## src/rtl/pds_pkg.sv

```systemverilog
// Shared types and constants of the particle depth sorter.
package pds_pkg;
    localparam int CAPACITY = 64;
    localparam int CNT_W = $clog2(CAPACITY + 1);

    // One stored particle with its sort key.
    typedef struct packed {
        logic [63:0] key;
        logic [31:0] x;
        logic [31:0] y;
        logic [31:0] z;
        logic [63:0] color;
        logic [31:0] size;
    } pds_item_t;

    // Register indexes on the configuration port.
    localparam logic [1:0] REG_COEF_X = 2'd0;
    localparam logic [1:0] REG_COEF_Y = 2'd1;
    localparam logic [1:0] REG_COEF_Z = 2'd2;
    localparam logic [1:0] REG_OFFSET = 2'd3;

    typedef enum logic [1:0] {ST_IDLE, ST_MUL, ST_SUM, ST_DRAIN} pds_state_t;

    // Control from the sequencer to each cell.
    typedef struct packed {
        logic insert;
        logic shift;
    } pds_ctl_t;
endpackage

```

## src/rtl/pds_cell.sv

```systemverilog
// One cell of the sorting chain: holds one particle, inserts or shifts.
module pds_cell
(
    input  logic               clk,
    input  logic               rst_n,
    input  pds_pkg::pds_ctl_t  ctl,
    input  pds_pkg::pds_item_t new_item,
    input  pds_pkg::pds_item_t prev_item,
    input  logic               prev_valid,
    input  logic               prev_takes,
    input  logic               clear,
    output pds_pkg::pds_item_t item,
    output logic               valid,
    output logic               takes
);
    import pds_pkg::*;

    pds_item_t item_reg;
    logic      valid_reg;

    // The new particle goes behind all keys that are greater or equal.
    assign takes = !valid_reg || (new_item.key > item_reg.key);
    assign item  = item_reg;
    assign valid = valid_reg;

    // Insertion: the first taking cell stores the new item, later ones shift.
    always_ff @(posedge clk)
    begin
        if (ctl.insert && takes)
        begin
            if (prev_takes)
                item_reg <= prev_item;
            else
                item_reg <= new_item;
        end
        else if (ctl.shift)
        begin
            item_reg <= prev_item;
        end
    end

    always_ff @(posedge clk or negedge rst_n)
    begin
        if (!rst_n)
            valid_reg <= 1'b0;
        else if (clear)
            valid_reg <= 1'b0;
        else if (ctl.insert && takes)
            valid_reg <= prev_takes ? prev_valid : 1'b1;
        else if (ctl.shift)
            valid_reg <= prev_valid;
    end
endmodule

```

## config.mk

```make
export PLATFORM = sky130hd
export DESIGN_NAME = pds_cell
export DESIGN_NICKNAME = d
export VERILOG_FILES = /design/src/rtl/pds_pkg.sv /design/src/rtl/pds_cell.sv
export SDC_FILE = /design/constraint.sdc
export NUM_CORES = 1
export LEC_CHECK = 0
export BUFFER_PORTS_ARGS = -buffer_cell sky130_fd_sc_hd__buf_4
export CORE_AREA = 2 2 306 308
export CTS_BUF_LIST = sky130_fd_sc_hd__clkbuf_4 sky130_fd_sc_hd__clkbuf_8
export DETAILED_ROUTE_END_ITERATION = 8
export DIE_AREA = 0 0 308 310
export GPL_TIMING_DRIVEN = 0
export MAX_ROUTING_LAYER = met4
export PLACE_DENSITY = 0.46
export SLEW_MARGIN = 20
export SYNTH_ARGS = -nofsm -noshare
export SYNTH_HDL_FRONTEND = slang
export SYNTH_SLANG_ARGS = --single-unit
```

## constraint.sdc

```tcl
create_clock -name clk -period 7.1 [get_ports clk]
set_input_delay 0.71 -clock clk [delete_from_list [all_inputs] [get_ports clk]]
set_output_delay 0.71 -clock clk [all_outputs]
set_load 0.05 [all_outputs]
```

==> results.sh <==
export IMPL_status="finished, final reports clean"
export IMPL_p_leak_nw=9.12
export IMPL_synth_warnings=0
export IMPL_largest_register_ffs=256
export IMPL_first_iter_violations=418
export IMPL_power_mw=5.04
export IMPL_synth_area_leaders="edfxtp_1 61%, mux2_1 21%, ha_1 6.3%"
export IMPL_core_area_um2=92500
export IMPL_synth_top_area_share_pct=60.9
export IMPL_dieArea_um2=95500
export IMPL_ant_nets=0
export IMPL_drcViolationCount=0
export IMPL_drive_gt1_share_pct=54.1
export IMPL_dieWidth_um=308
export IMPL_p_clk_share_pct=29.5
export IMPL_cp_buffers_inverters=4
export IMPL_viasPerCell=3.56
export IMPL_grt_overflow_total=0
export IMPL_routedWlPerCell_um=21.8
export IMPL_row_count=112
export IMPL_final_util_pct=22.8
export IMPL_io_pins=777
export IMPL_htree_levels=2
export IMPL_numCtsBuffers=52
export IMPL_syn_nets=1380
export IMPL_synth_common_cells="256 x edfxtp_1, 240 x mux2_1, 67 x inv_1"
export IMPL_holdCritPathClass="in2reg"
export IMPL_crit_path_frequent_cell="buf_12"
export IMPL_worst_pin_slew_ns=0.843
export IMPL_synth_async_reset_ratio_pct=0.389
export IMPL_power_density_nw_per_um2=239
export IMPL_pwr_share_seq_pct=39.0
export IMPL_ys_ff_latch=257
export IMPL_max_vdd_ir_drop_v=0.000156
export IMPL_critPathTopFamily="simple AND/OR/NAND/NOR gates"
export IMPL_finalCriticalPeriod_ns=4.87
export IMPL_crit_type="reg2reg"
export IMPL_setup_violations=0
export IMPL_arrival_ns=5.19
export IMPL_syn_instance_count=797
export IMPL_finalHoldViolations=0
export IMPL_drv_cap=0
export IMPL_final_nets=2216
export IMPL_clock_skew_ns=0.0422
export IMPL_grt_pass1_vias=11000
export IMPL_holdWs_ns=0.320
export IMPL_area_delta_synth_final_pct=67.0
export IMPL_die_y_um=310
export IMPL_postCtsHoldBufs=1
export IMPL_port_buffer_count=776
export IMPL_grt_max_degree=58
export IMPL_power_frac_comb_pct=31.5
export IMPL_cpPeakStageDelay_ns=0.70
export IMPL_cp_max_fo=55
export IMPL_antenna_found_initial=28
export IMPL_cts_tree="built"
export IMPL_required_ns=7.42
export IMPL_vias=10300
export IMPL_sw_frac_of_total_pct=35.7
export IMPL_net_switching_power_mw=1.80
export IMPL_place_ws_ns=1.32
export IMPL_relSlewSlack_pct=43.3
export IMPL_stdcell_area_um2=21100
export IMPL_cts_resized=0
export IMPL_seq_area_um2=7710
export IMPL_seq_area_frac_synth_pct=61.1
export IMPL_grt_total_usage_pct=12.8
export IMPL_synth_distinct_cells=36
export IMPL_crit_chain="inv_1 -> ha_1 -> nand4_1 -> nor4_2 -> nand2_1 -> a311oi_1 -> nor4_1 -> nor2_1 -> a21o_4 -> buf_12 -> buf_12 -> buf_16"
export IMPL_cts_setup_buffers=0
export IMPL_syn_area_um2=12600
export IMPL_ys_flop_type="edfxtp_1"
export IMPL_slew_viol_final=0
export IMPL_clockBufferDepth=3
export IMPL_cp_slowest_cell="nor4_2"
export IMPL_multiInputGateArea_um2=4380
export IMPL_start_kind="register"
export IMPL_fmax_mhz=205
export IMPL_clk_latency_ns=0.67
export IMPL_rsz0062_at_grt="false"
export IMPL_path_clk_slew_ns=0.07
export IMPL_endpoint_kind="register"
export IMPL_start_util_pct=13.6
export IMPL_drtPass1Iterations=4
export IMPL_avgSynthCellArea_um2=15.8
export IMPL_post_route_period_util_pct=68.6
export IMPL_fin_ws_ns=2.23
export IMPL_place_area_um2=20100
export IMPL_final_fill_count=9986
export IMPL_cts_sinks=257
export IMPL_hpwl_um=53000
export IMPL_globalplace_congestion=0.855
export IMPL_root_buffer="clkbuf_8"
export IMPL_internal_power_mw=3.24
export IMPL_synth_edf_count=256
export IMPL_drt_total_wl_um=62800
export IMPL_grt_pass1_wl_um=82500
export IMPL_synth_most_common_cell="edfxtp_1"
export IMPL_synth_top_area_cell="edfxtp_1"
==> metal layers <==
| layer | vias to the layer above | track usage (%) | part of all wire [%] |
|---|---|---|---|
| met2 | 521 | 21.0 | 49 |
| met5 | - | - | 0 |
| met4 | 0 | 4.27 | 2.0 |
| met3 | 75 | 5.88 | 11 |
| met1 | 4933 | 13.7 | 38 |
| li1 | 4752 | - | - |
==> area by class of cell <==
class,instances,area share (%)
Inverter,67,1.19
Sequential cell,257,36.6
Multi-Input combinational cell,445,20.8
Clock inverter,22,0.457
Antenna cell,20,0.238
Timing Repair Buffer,782,28.3
Tap cell,1197,7.11
Clock buffer,69,4.00
Buffer,28,1.34
==> through the flow <==
step	TNS, ns	cells
global route	0	2880
floorplan	0	797
finish	0	2887
global placement	-526.64	2770
detailed placement	0	2775
CTS	0	2867
==> power by group through the flow <==
stage	Sequential, mW	Clock, mW	Combinational (mW)
CTS	1.96	1.56	1.61
finish	1.96	1.48	1.59
floorplan	2.60	0	0.322
detailed placement	1.99	0	1.61
global route	1.98	1.61	1.68
global placement	2.01	0	1.58
==> worst reg2reg max path, delay by kind of cell (launching register included) <==
family	cells	cell delay, ns
fa+ha+maj	1	0.29
simple gates	5	1.60
buf+inv	4	1.01
compound gates	2	1.15
flops	1	0.43
==> worst paths after layout <==
check	from	endpoint	depth (start not counted)	slack, ns
max	item[253]	item[82]	12	2.23
min	prev_item[71]	item[71]	2	0.32
max reg2reg	item[253]	item[82]	12	2.23
min reg2reg	valid	valid	3	0.71
max in group asynchronous	rst_n	valid	2	6.56
min in group asynchronous	rst_n	valid	2	0.45
==> layout by cell type (no fill, tap or decap), drive strengths merged, types with 2 or more instances in the layout <==
cell type,instances
clkbuf,69
o21ai,11
nor4,4
nor4b,2
clkinv,20
a21o,2
buf,809
nand2b,4
edfxtp,256
nand3,6
nor2,11
inv,68
ha,64
a221oi,3
nand3b,2
mux2,256
diode,20
nand4,12
a21oi,27
nor3,3
a21boi,2
nand2,26
==> cells by family (layout without fill, tap and decap cells) <==
kind of cell | after synthesis | count (layout) | share of synthesized area [%]
other | 0 | 20 | 0
AO/OA/AOI/OAI | 50 | 50 | 2.28
flip-flops | 257 | 257 | 61.1
buffers and inverters | 95 | 968 | 4.23
multiplexers | 257 | 257 | 22.9
adder cells (fa/ha/maj) | 64 | 64 | 6.35
AND/OR/NAND/NOR | 74 | 74 | 3.10
Power figures use the tool's default switching activity.
